===== config.mk =====
export PLATFORM = sky130hd
export DESIGN_NAME = checksum_frame_receiver
export DESIGN_NICKNAME = d
export VERILOG_FILES = /design/src/rtl/core/cfr_pkg.sv /design/src/rtl/core/cfr_front.sv /design/src/rtl/core/cfr_queue.sv /design/src/rtl/core/cfr_back.sv /design/src/rtl/core/checksum_frame_receiver.sv
export SDC_FILE = /design/constraint.sdc
export NUM_CORES = 1
export LEC_CHECK = 0
export BUFFER_PORTS_ARGS = -buffer_cell sky130_fd_sc_hd__buf_2
export CAP_MARGIN = 30
export CORE_UTILIZATION = 30
export CTS_CLUSTER_SIZE = 16
export DETAILED_ROUTE_END_ITERATION = 6
export SLEW_MARGIN = 20
export SYNTH_ARGS = -nofsm -noshare
export SYNTH_HDL_FRONTEND = slang
export SYNTH_SLANG_ARGS = --single-unit

===== constraint.sdc =====
create_clock -name clock -period 5.1 [get_ports clock]
set_input_delay 0.255 -clock clock [delete_from_list [all_inputs] [get_ports clock]]
set_output_delay 0.255 -clock clock [all_outputs]
set_load 0.005 [all_outputs]

===== src/rtl/core/cfr_pkg.sv =====
// ---------------------------------------------------------------------------
// cfr_pkg
// Types and constants shared by the frame receiver front, queue and back.
// ---------------------------------------------------------------------------
package cfr_pkg;

   localparam int MAX_PAYLOAD = 32;
   localparam int ADDR_W      = $clog2(MAX_PAYLOAD);
   localparam int CNT_W       = $clog2(MAX_PAYLOAD + 1);
   localparam int IDX_W       = 5;
   localparam int QUEUE_DEPTH = 2;
   localparam int QPTR_W      = $clog2(QUEUE_DEPTH);
   localparam int QCNT_W      = $clog2(QUEUE_DEPTH + 1);

   localparam logic [7:0] FIRST_SYNC_RESET  = 8'hAA;
   localparam logic [7:0] SECOND_SYNC_RESET = 8'hAF;

   // configuration register indexes
   localparam logic CSR_FIRST_SYNC  = 1'b0;
   localparam logic CSR_SECOND_SYNC = 1'b1;

   // result status codes
   localparam logic [1:0] ST_DATA    = 2'd0;
   localparam logic [1:0] ST_EMPTY   = 2'd1;
   localparam logic [1:0] ST_SUM_ERR = 2'd2;
   localparam logic [1:0] ST_LEN_ERR = 2'd3;

   // one finished frame, handed from front to back
   typedef struct packed {
      logic [1:0] status;
      logic [7:0] code;
      logic [7:0] length;
   } frame_desc_type;

   // payload memory write port, front to back
   typedef struct packed {
      logic              en;
      logic [ADDR_W-1:0] addr;
      logic [7:0]        data;
   } store_wr_type;

   // queue status seen by the front
   typedef struct packed {
      logic full;
      logic empty;
   } queue_stat_type;

endpackage


===== src/rtl/core/cfr_front.sv =====
// ---------------------------------------------------------------------------
// cfr_front
// Byte parser: sync hunt, header capture, checksum, payload store writes.
// ---------------------------------------------------------------------------
module cfr_front (
   input  logic                    clock,
   input  logic                    reset,
   input  logic                    push,
   output logic                    full,
   input  logic [7:0]              rx_byte,
   input  logic                    csr_valid,
   input  logic                    csr_index,
   input  logic [7:0]              csr_data,
   input  cfr_pkg::queue_stat_type q_stat,
   output logic                    q_push,
   output cfr_pkg::frame_desc_type q_desc,
   output cfr_pkg::store_wr_type   st_wr
);
   import cfr_pkg::*;

   typedef enum logic [5:0] {
      PH_SYNC1 = 6'b000001,
      PH_SYNC2 = 6'b000010,
      PH_CODE  = 6'b000100,
      PH_LEN   = 6'b001000,
      PH_DATA  = 6'b010000,
      PH_SUM   = 6'b100000
   } phase_type;

   phase_type        phase_ff, phase_in;
   logic [CNT_W-1:0] count_ff, count_in;
   logic [7:0]       len_ff, len_in;
   logic [7:0]       code_ff, code_in;
   logic [7:0]       sum_ff, sum_in;
   logic [7:0]       first_ff, second_ff;
   logic             accept;
   logic [CNT_W-1:0] count_inc;
   logic [7:0]       sum_add;

   // payload bytes wait while the back still reads the previous frame
   assign full      = q_stat.full || ((phase_ff == PH_DATA) && !q_stat.empty);
   assign accept    = push && !full;
   assign count_inc = count_ff + CNT_W'(1);
   assign sum_add   = sum_ff + rx_byte;

   always_comb begin
      phase_in    = phase_ff;
      count_in    = count_ff;
      len_in      = len_ff;
      code_in     = code_ff;
      sum_in      = sum_ff;
      q_push      = 1'b0;
      q_desc      = '{status: ST_DATA, code: code_ff, length: len_ff};
      st_wr       = '{en: 1'b0, addr: count_ff[ADDR_W-1:0], data: rx_byte};
      if (accept) begin
         unique case (phase_ff)
            PH_SYNC1: begin
               if (rx_byte == first_ff) begin
                  sum_in   = rx_byte;
                  phase_in = PH_SYNC2;
               end
            end
            PH_SYNC2: begin
               if (rx_byte == second_ff) begin
                  sum_in   = sum_add;
                  phase_in = PH_CODE;
               end else begin
                  phase_in = PH_SYNC1;
               end
            end
            PH_CODE: begin
               code_in  = rx_byte;
               sum_in   = sum_add;
               phase_in = PH_LEN;
            end
            PH_LEN: begin
               len_in   = rx_byte;
               sum_in   = sum_add;
               count_in = '0;
               if (rx_byte > 8'(MAX_PAYLOAD)) begin
                  phase_in = PH_SYNC1;
                  q_push   = 1'b1;
                  q_desc   = '{status: ST_LEN_ERR, code: code_ff, length: rx_byte};
               end else if (rx_byte == 8'd0) begin
                  phase_in = PH_SUM;
               end else begin
                  phase_in = PH_DATA;
               end
            end
            PH_DATA: begin
               st_wr.en = (count_ff < CNT_W'(MAX_PAYLOAD));
               sum_in   = sum_add;
               count_in = count_inc;
               if ({{(8-CNT_W){1'b0}}, count_inc} >= len_ff) begin
                  phase_in = PH_SUM;
               end
            end
            PH_SUM: begin
               phase_in = PH_SYNC1;
               count_in = '0;
               q_push   = 1'b1;
               if (rx_byte != sum_ff) begin
                  q_desc.status = ST_SUM_ERR;
               end else if (len_ff == 8'd0) begin
                  q_desc.status = ST_EMPTY;
               end else begin
                  q_desc.status = ST_DATA;
               end
            end
            default: begin
               phase_in = PH_SYNC1;
            end
         endcase
      end
   end

   always_ff @(posedge clock) begin
      if (reset) begin
         phase_ff <= PH_SYNC1;
         count_ff <= '0;
         len_ff   <= '0;
         code_ff  <= '0;
         sum_ff   <= '0;
      end else begin
         phase_ff <= phase_in;
         count_ff <= count_in;
         len_ff   <= len_in;
         code_ff  <= code_in;
         sum_ff   <= sum_in;
      end
   end

   always_ff @(posedge clock) begin
      if (reset) begin
         first_ff  <= FIRST_SYNC_RESET;
         second_ff <= SECOND_SYNC_RESET;
      end else if (csr_valid) begin
         unique case (csr_index)
            CSR_FIRST_SYNC:  first_ff  <= csr_data;
            CSR_SECOND_SYNC: second_ff <= csr_data;
            default:         first_ff  <= first_ff;
         endcase
      end
   end

endmodule


===== src/rtl/core/cfr_queue.sv =====
// ---------------------------------------------------------------------------
// cfr_queue
// Small FIFO of finished frame descriptors between front and back.
// ---------------------------------------------------------------------------
module cfr_queue (
   input  logic                    clock,
   input  logic                    reset,
   input  logic                    wr_en,
   input  cfr_pkg::frame_desc_type wr_desc,
   input  logic                    rd_en,
   output cfr_pkg::frame_desc_type rd_desc,
   output cfr_pkg::queue_stat_type stat
);
   import cfr_pkg::*;

   frame_desc_type    slot_ff [QUEUE_DEPTH];
   logic [QPTR_W-1:0] wr_ptr_ff, rd_ptr_ff;
   logic [QCNT_W-1:0] count_ff;
   logic              do_wr, do_rd;

   assign stat.full  = (count_ff == QCNT_W'(QUEUE_DEPTH));
   assign stat.empty = (count_ff == '0);
   assign do_wr      = wr_en && !stat.full;
   assign do_rd      = rd_en && !stat.empty;
   assign rd_desc    = slot_ff[rd_ptr_ff];

   always_ff @(posedge clock) begin
      if (do_wr) begin
         slot_ff[wr_ptr_ff] <= wr_desc;
      end
   end

   always_ff @(posedge clock) begin
      if (reset) begin
         wr_ptr_ff <= '0;
         rd_ptr_ff <= '0;
         count_ff  <= '0;
      end else begin
         if (do_wr) begin
            wr_ptr_ff <= wr_ptr_ff + QPTR_W'(1);
         end
         if (do_rd) begin
            rd_ptr_ff <= rd_ptr_ff + QPTR_W'(1);
         end
         case ({do_wr, do_rd})
            2'b10:   count_ff <= count_ff + QCNT_W'(1);
            2'b01:   count_ff <= count_ff - QCNT_W'(1);
            default: count_ff <= count_ff;
         endcase
      end
   end

endmodule


===== src/rtl/core/cfr_back.sv =====
// ---------------------------------------------------------------------------
// cfr_back
// Result emitter: payload memory; frame results, one per cycle while popped.
// ---------------------------------------------------------------------------
module cfr_back (
   input  logic                    clock,
   input  logic                    reset,
   input  cfr_pkg::store_wr_type   st_wr,
   input  cfr_pkg::queue_stat_type q_stat,
   input  cfr_pkg::frame_desc_type q_desc,
   output logic                    q_pop,
   output logic                    empty,
   input  logic                    pop,
   output logic [1:0]              status,
   output logic [7:0]              function_code,
   output logic [7:0]              payload_byte,
   output logic [4:0]              byte_index,
   output logic [7:0]              frame_length,
   output logic                    last
);
   import cfr_pkg::*;

   typedef enum logic [1:0] {
      BK_IDLE = 2'b01,
      BK_RUN  = 2'b10
   } back_state_type;

   logic [7:0]       mem [MAX_PAYLOAD];

   back_state_type   state_ff, state_in;
   logic [CNT_W-1:0] k_ff, k_in;
   logic             valid_ff;
   logic [1:0]       status_ff;
   logic [7:0]       code_ff;
   logic [7:0]       data_ff;
   logic [IDX_W-1:0] index_ff;
   logic [7:0]       length_ff;
   logic             last_ff;

   logic             can_load;
   logic             issue;
   logic             issue_last;
   logic             is_data;
   logic [CNT_W-1:0] k_cur;
   logic [CNT_W-1:0] k_next;

   assign can_load = !valid_ff || pop;
   assign is_data  = (q_desc.status == ST_DATA);
   assign k_next   = k_cur + CNT_W'(1);

   always_comb begin
      state_in   = state_ff;
      k_in       = k_ff;
      issue      = 1'b0;
      issue_last = 1'b1;
      k_cur      = '0;
      q_pop      = 1'b0;
      unique case (state_ff)
         BK_IDLE: begin
            k_cur = '0;
            if (!q_stat.empty && can_load) begin
               issue      = 1'b1;
               issue_last = !is_data || (q_desc.length == 8'd1);
               if (issue_last) begin
                  q_pop = 1'b1;
               end else begin
                  state_in = BK_RUN;
                  k_in     = k_next;
               end
            end
         end
         BK_RUN: begin
            k_cur = k_ff;
            if (can_load) begin
               issue      = 1'b1;
               issue_last = ({{(8-CNT_W){1'b0}}, k_next} == q_desc.length);
               if (issue_last) begin
                  q_pop    = 1'b1;
                  state_in = BK_IDLE;
               end else begin
                  k_in = k_next;
               end
            end
         end
         default: begin
            state_in = BK_IDLE;
         end
      endcase
   end

   always_ff @(posedge clock) begin
      if (st_wr.en) begin
         mem[st_wr.addr] <= st_wr.data;
      end
   end

   // read data register doubles as the output payload register
   always_ff @(posedge clock) begin
      if (issue) begin
         data_ff   <= is_data ? mem[k_cur[ADDR_W-1:0]] : 8'd0;
         status_ff <= q_desc.status;
         code_ff   <= q_desc.code;
         length_ff <= q_desc.length;
         index_ff  <= is_data ? IDX_W'(k_cur) : '0;
         last_ff   <= issue_last;
      end
   end

   always_ff @(posedge clock) begin
      if (reset) begin
         state_ff <= BK_IDLE;
         k_ff     <= '0;
         valid_ff <= 1'b0;
      end else begin
         state_ff <= state_in;
         k_ff     <= k_in;
         if (issue) begin
            valid_ff <= 1'b1;
         end else if (pop) begin
            valid_ff <= 1'b0;
         end
      end
   end

   assign empty         = !valid_ff;
   assign status        = status_ff;
   assign function_code = code_ff;
   assign payload_byte  = data_ff;
   assign byte_index    = index_ff;
   assign frame_length  = length_ff;
   assign last          = last_ff;

endmodule


===== src/rtl/core/checksum_frame_receiver.sv =====
// ---------------------------------------------------------------------------
// checksum_frame_receiver
// Deframes sync/code/length/payload/checksum frames from a serial byte stream.
// ---------------------------------------------------------------------------
// The parser takes one received byte per clock as long as full is low. A frame
// that ends (checksum byte, or a length field above 32) is queued for the
// emitter; when the emitter is free it loads its first result from the queue
// entry into its result registers. There is one result for an empty
// frame, a bad checksum or a bad length, and one result per payload byte at one
// per clock while pop stays high for a good frame, read out of the 32-byte
// payload memory. Because that memory has a single copy, payload bytes of the
// next frame hold full high until every queued frame has issued its results;
// header, sync and checksum bytes are still taken meanwhile unless both queue
// entries are taken, which holds full high for every byte. Up to two finished
// frames wait between parser and emitter. csr_ready is always high; write sync
// values only while the block is idle.
module checksum_frame_receiver (
   input  logic       clock,
   input  logic       reset,
   input  logic       push,
   output logic       full,
   input  logic [7:0] req_rx_byte,
   output logic       empty,
   input  logic       pop,
   output logic [1:0] rsp_status,
   output logic [7:0] rsp_function_code,
   output logic [7:0] rsp_payload_byte,
   output logic [4:0] rsp_byte_index,
   output logic [7:0] rsp_frame_length,
   output logic       rsp_last,
   input  logic       csr_valid,
   output logic       csr_ready,
   input  logic       csr_index,
   input  logic [7:0] csr_data
);
   import cfr_pkg::*;

   queue_stat_type q_stat;
   frame_desc_type wr_desc;
   frame_desc_type rd_desc;
   store_wr_type   st_wr;
   logic           q_push;
   logic           q_pop;

   assign csr_ready = 1'b1;

   cfr_front u_front (
      .clock     (clock),
      .reset     (reset),
      .push      (push),
      .full      (full),
      .rx_byte   (req_rx_byte),
      .csr_valid (csr_valid),
      .csr_index (csr_index),
      .csr_data  (csr_data),
      .q_stat    (q_stat),
      .q_push    (q_push),
      .q_desc    (wr_desc),
      .st_wr     (st_wr)
   );

   cfr_queue u_queue (
      .clock   (clock),
      .reset   (reset),
      .wr_en   (q_push),
      .wr_desc (wr_desc),
      .rd_en   (q_pop),
      .rd_desc (rd_desc),
      .stat    (q_stat)
   );

   cfr_back u_back (
      .clock         (clock),
      .reset         (reset),
      .st_wr         (st_wr),
      .q_stat        (q_stat),
      .q_desc        (rd_desc),
      .q_pop         (q_pop),
      .empty         (empty),
      .pop           (pop),
      .status        (rsp_status),
      .function_code (rsp_function_code),
      .payload_byte  (rsp_payload_byte),
      .byte_index    (rsp_byte_index),
      .frame_length  (rsp_frame_length),
      .last          (rsp_last)
   );

endmodule


==> results.md <==
* Die area at 57000 µm²
* Clock skew at 28.8 ps
* Synth Register Bits at 390
* CP max-delay cell: buf_4
* CP Capture Type: flip-flop
* Clock Pin Slew Worst Setup and Hold Paths at 60 ps
* EDFF count, synth at 324
* Initial detailed-routing violation count at 700
* Area of the multi-input gates at 5330 µm²
* Post-cts resize count at 0
* Top cell type's share of synthesized area at 57.8%
* Clock buffer depth at 3
* Fin crit period at 3550 ps
* Total gr overflow at 0
* Critical path cell sequence: inv_1, ha_1, and2_4, buf_4, buf_4, mux2i_1, mux4_2, mux4_2, nor2_1
* Routed len/inst at 19.9 µm
* Num CTS Buffers at 40
* Worst skew pair latency at 560 ps
* RePlAce Congestion at 0.805
* DR DRC count at 0
* Fin area at 19300 µm²
* Synthesized area per cell at 15.0 µm²
* Final Setup Violations at 0
* TritonCTS clock tree: done
* Compound-cell area share of the yosys netlist at 4.04%
* Async SR Flop Fraction at 0%
* Dpl ws at 1530 ps
* Clock sinks at 390
* Setup crit start kind: flip-flop
* Synth Area in XOR/XNOR at 1.77%
* Layout Nets at 1233
* Largest net degree at the start of global routing at 59
* Setup TNS Final at 0 ps
* Syn_nets at 1165
* Starting Density at 30.4%
* Initial antenna violation count at 1
* Vias per cell at 4.75
* IO buf count at 55
* Die height at 239 µm
* Via count at 9343
* Pwr/cell area at 375 nW/µm²
* Ratio of cells with drive above 1 in the final layout at 17.7%
* Largest family of logic cells by synthesized area: multiplexers
* Max Fclk at 282 MHz
* Sequential-to-total area share from yosys stat at 65.7%
* Crit-path max cell delay at 590 ps
* Design Power at 7.23 mW
* Number of global-route vias before repair at 9222
* # rows at 86
* Area delta synth->final at 14.5%
* Worst hold path startpoint: csr_valid
* Placement-stage cell area at 17900 µm²
* Crit-path max FO at 35
* Fill cells at 5333
* Post-Synth Adder-Cell Area at 1.68%
* Commonest cells in the netlist: edfxtp_1, mux2i_1, nor2_1, dfxtp_1, nand2_1
* First-pass GRT wire length at 58100 µm
* Post-route clock period utilization at 69.6%
* Post-route antenna net violation count at 0
* Worst-Margin Slew at 925 ps
* Fin. max-slew vios at 0
* Die width at 239 µm
* Post-synthesis mux area share at 16.5%
* CORE AREA at 55300 µm²
* GRT Total Usage at 13.7%
* Synth unique cells at 75
* Syn Inst Count at 1121
* Ys flop type: edfxtp_1
* Relative slew slack at 38.2%
* I/O pin total at 57
* Peak VDD IR at 0.302 mV
* Synth Warn # at 0
* Leading area contributor after synthesis: edfxtp_1
* Leak Pwr at 6.10 nW
* Crit path buffers/inverters at 3
* Crit. Startpoint: u_back.state_ff[0]
* Post-Syn Area at 16800 µm²
* Post-Synth Simple-Gate Area at 7.53%
* CTS Root Buffer Type: clkbuf_16
* Delay-heaviest family, CP: buffers and inverters
* H-tree Lvls at 2
* DP HPWL at 25600 µm
* Critical Path AT at 3960 ps
* Final hold violation count at 0
* Final worst setup slack at 1550 ps
* Sequential cell area at 11100 µm²
* Outcome: completed
* Critical R2R Launch: u_back.state_ff[0]
* Largest cells by area after synthesis: edfxtp_1, mux2i_1, dfxtp_1, mux4_2, nor2_1
* Initial DRT Pass Iterations at 5
* Max Cap Violations at 0
* Antenna Cells at 0
* Critical path class: flip-flop to flip-flop
* RSZ-0062 raised after global routing: no
* Top-count cell post-synth: edfxtp_1
* Worst Hold Class: input port to flip-flop
* Critical Path RT at 5510 ps
* Final WL at 39100 µm
==> cell type report <==
| class | count | share of cell area (%) |
|---|---|---|
| multi-input cells | 639 | 27.6 |
| clock buffers | 51 | 5.56 |
| well taps | 748 | 4.86 |
| inverters | 30 | 0.597 |
| flip-flops and latches | 390 | 57.4 |
| clock inverters | 20 | 1.12 |
| repair buffers | 88 | 2.86 |
==> stage by stage <==
step | hold WS (ps) | cells | util (%)
CTS | 33.4 | 1964 | 34.8
finish | 58.9 | 1966 | 34.8
global route | 70.1 | 1966 | 34.8
floorplan | 354 | 1121 | -
detailed placement | 435 | 1885 | 32.3
global placement | 434 | 1882 | 32.3
==> worst paths after layout <==
path / to / slack (ps) / cells after the start
setup / recovery: u_back.payload_byte[1] / 1550 / 9
hold / removal: u_front.second_ff[6] / 60 / 3
setup reg to reg: u_back.payload_byte[1] / 1550 / 9
hold reg to reg: u_queue.slot_ff[1][15] / 450 / 0
==> cell families after synthesis <==
kind of cell	after synthesis
fa+ha+maj	22
mux	225
buf+inv	92
other cells	1
flops	390
xor+xnor	34
simple gates	265
compound gates	92
==> tightest hold or removal path: cells and delay by family <==
kind            cells  cell delay (ps)
simple gates        1              100
compound gates      1               60
buf+inv             1              150
==> where the power goes <==
group / switching, mW / internal (mW)
Combinational: 0.425 / 0.304
Sequential: 0.0977 / 3.51
Clock: 1.20 / 1.69
Total: 1.72 / 5.50
==> cell usage in the layout, fill, tap and decap left out, types with 22 or more instances in the layout <==
cell / count
edfxtp_1: 324
mux2i_1: 163
nor2_1: 111
dfxtp_1: 65
buf_2: 55
nand2_1: 48
mux4_2: 40
clkbuf_16: 40
inv_1: 27
nand3_1: 24
xor2_1: 23
buf_4: 23
a21oi_1: 22
==> flip-flops by register name (all words and copies together) (netlist names), 2 cells and up, named ones only <==
signal / count
u_back.byte_index: 5
u_back.frame_length: 8
u_back.function_code: 8
u_back.k_ff: 6
u_back.mem: 256
u_back.payload_byte: 8
u_back.state_ff: 2
u_back.status: 2
u_front.code_ff: 8
u_front.count_ff: 6
u_front.first_ff: 8
u_front.len_ff: 8
u_front.phase_ff: 6
u_front.second_ff: 8
u_front.sum_ff: 8
u_queue.count_ff: 2
u_queue.slot_ff: 36
==> metal layers <==
metal	share of wire [%]	up-vias	global-route usage, %
li1	-	4374	-
met1	43	4693	17.8
met2	49	224	23.0
met3	5.6	52	2.73
met4	2.4	0	4.27
met5	0	-	0
==> repair_timing <==
action	4_1_cts	5_1_grt
hold endpoints to repair	16	0
hold buffers	8	0
buffers inserted	0	0
(Power assumes the default switching activity.)
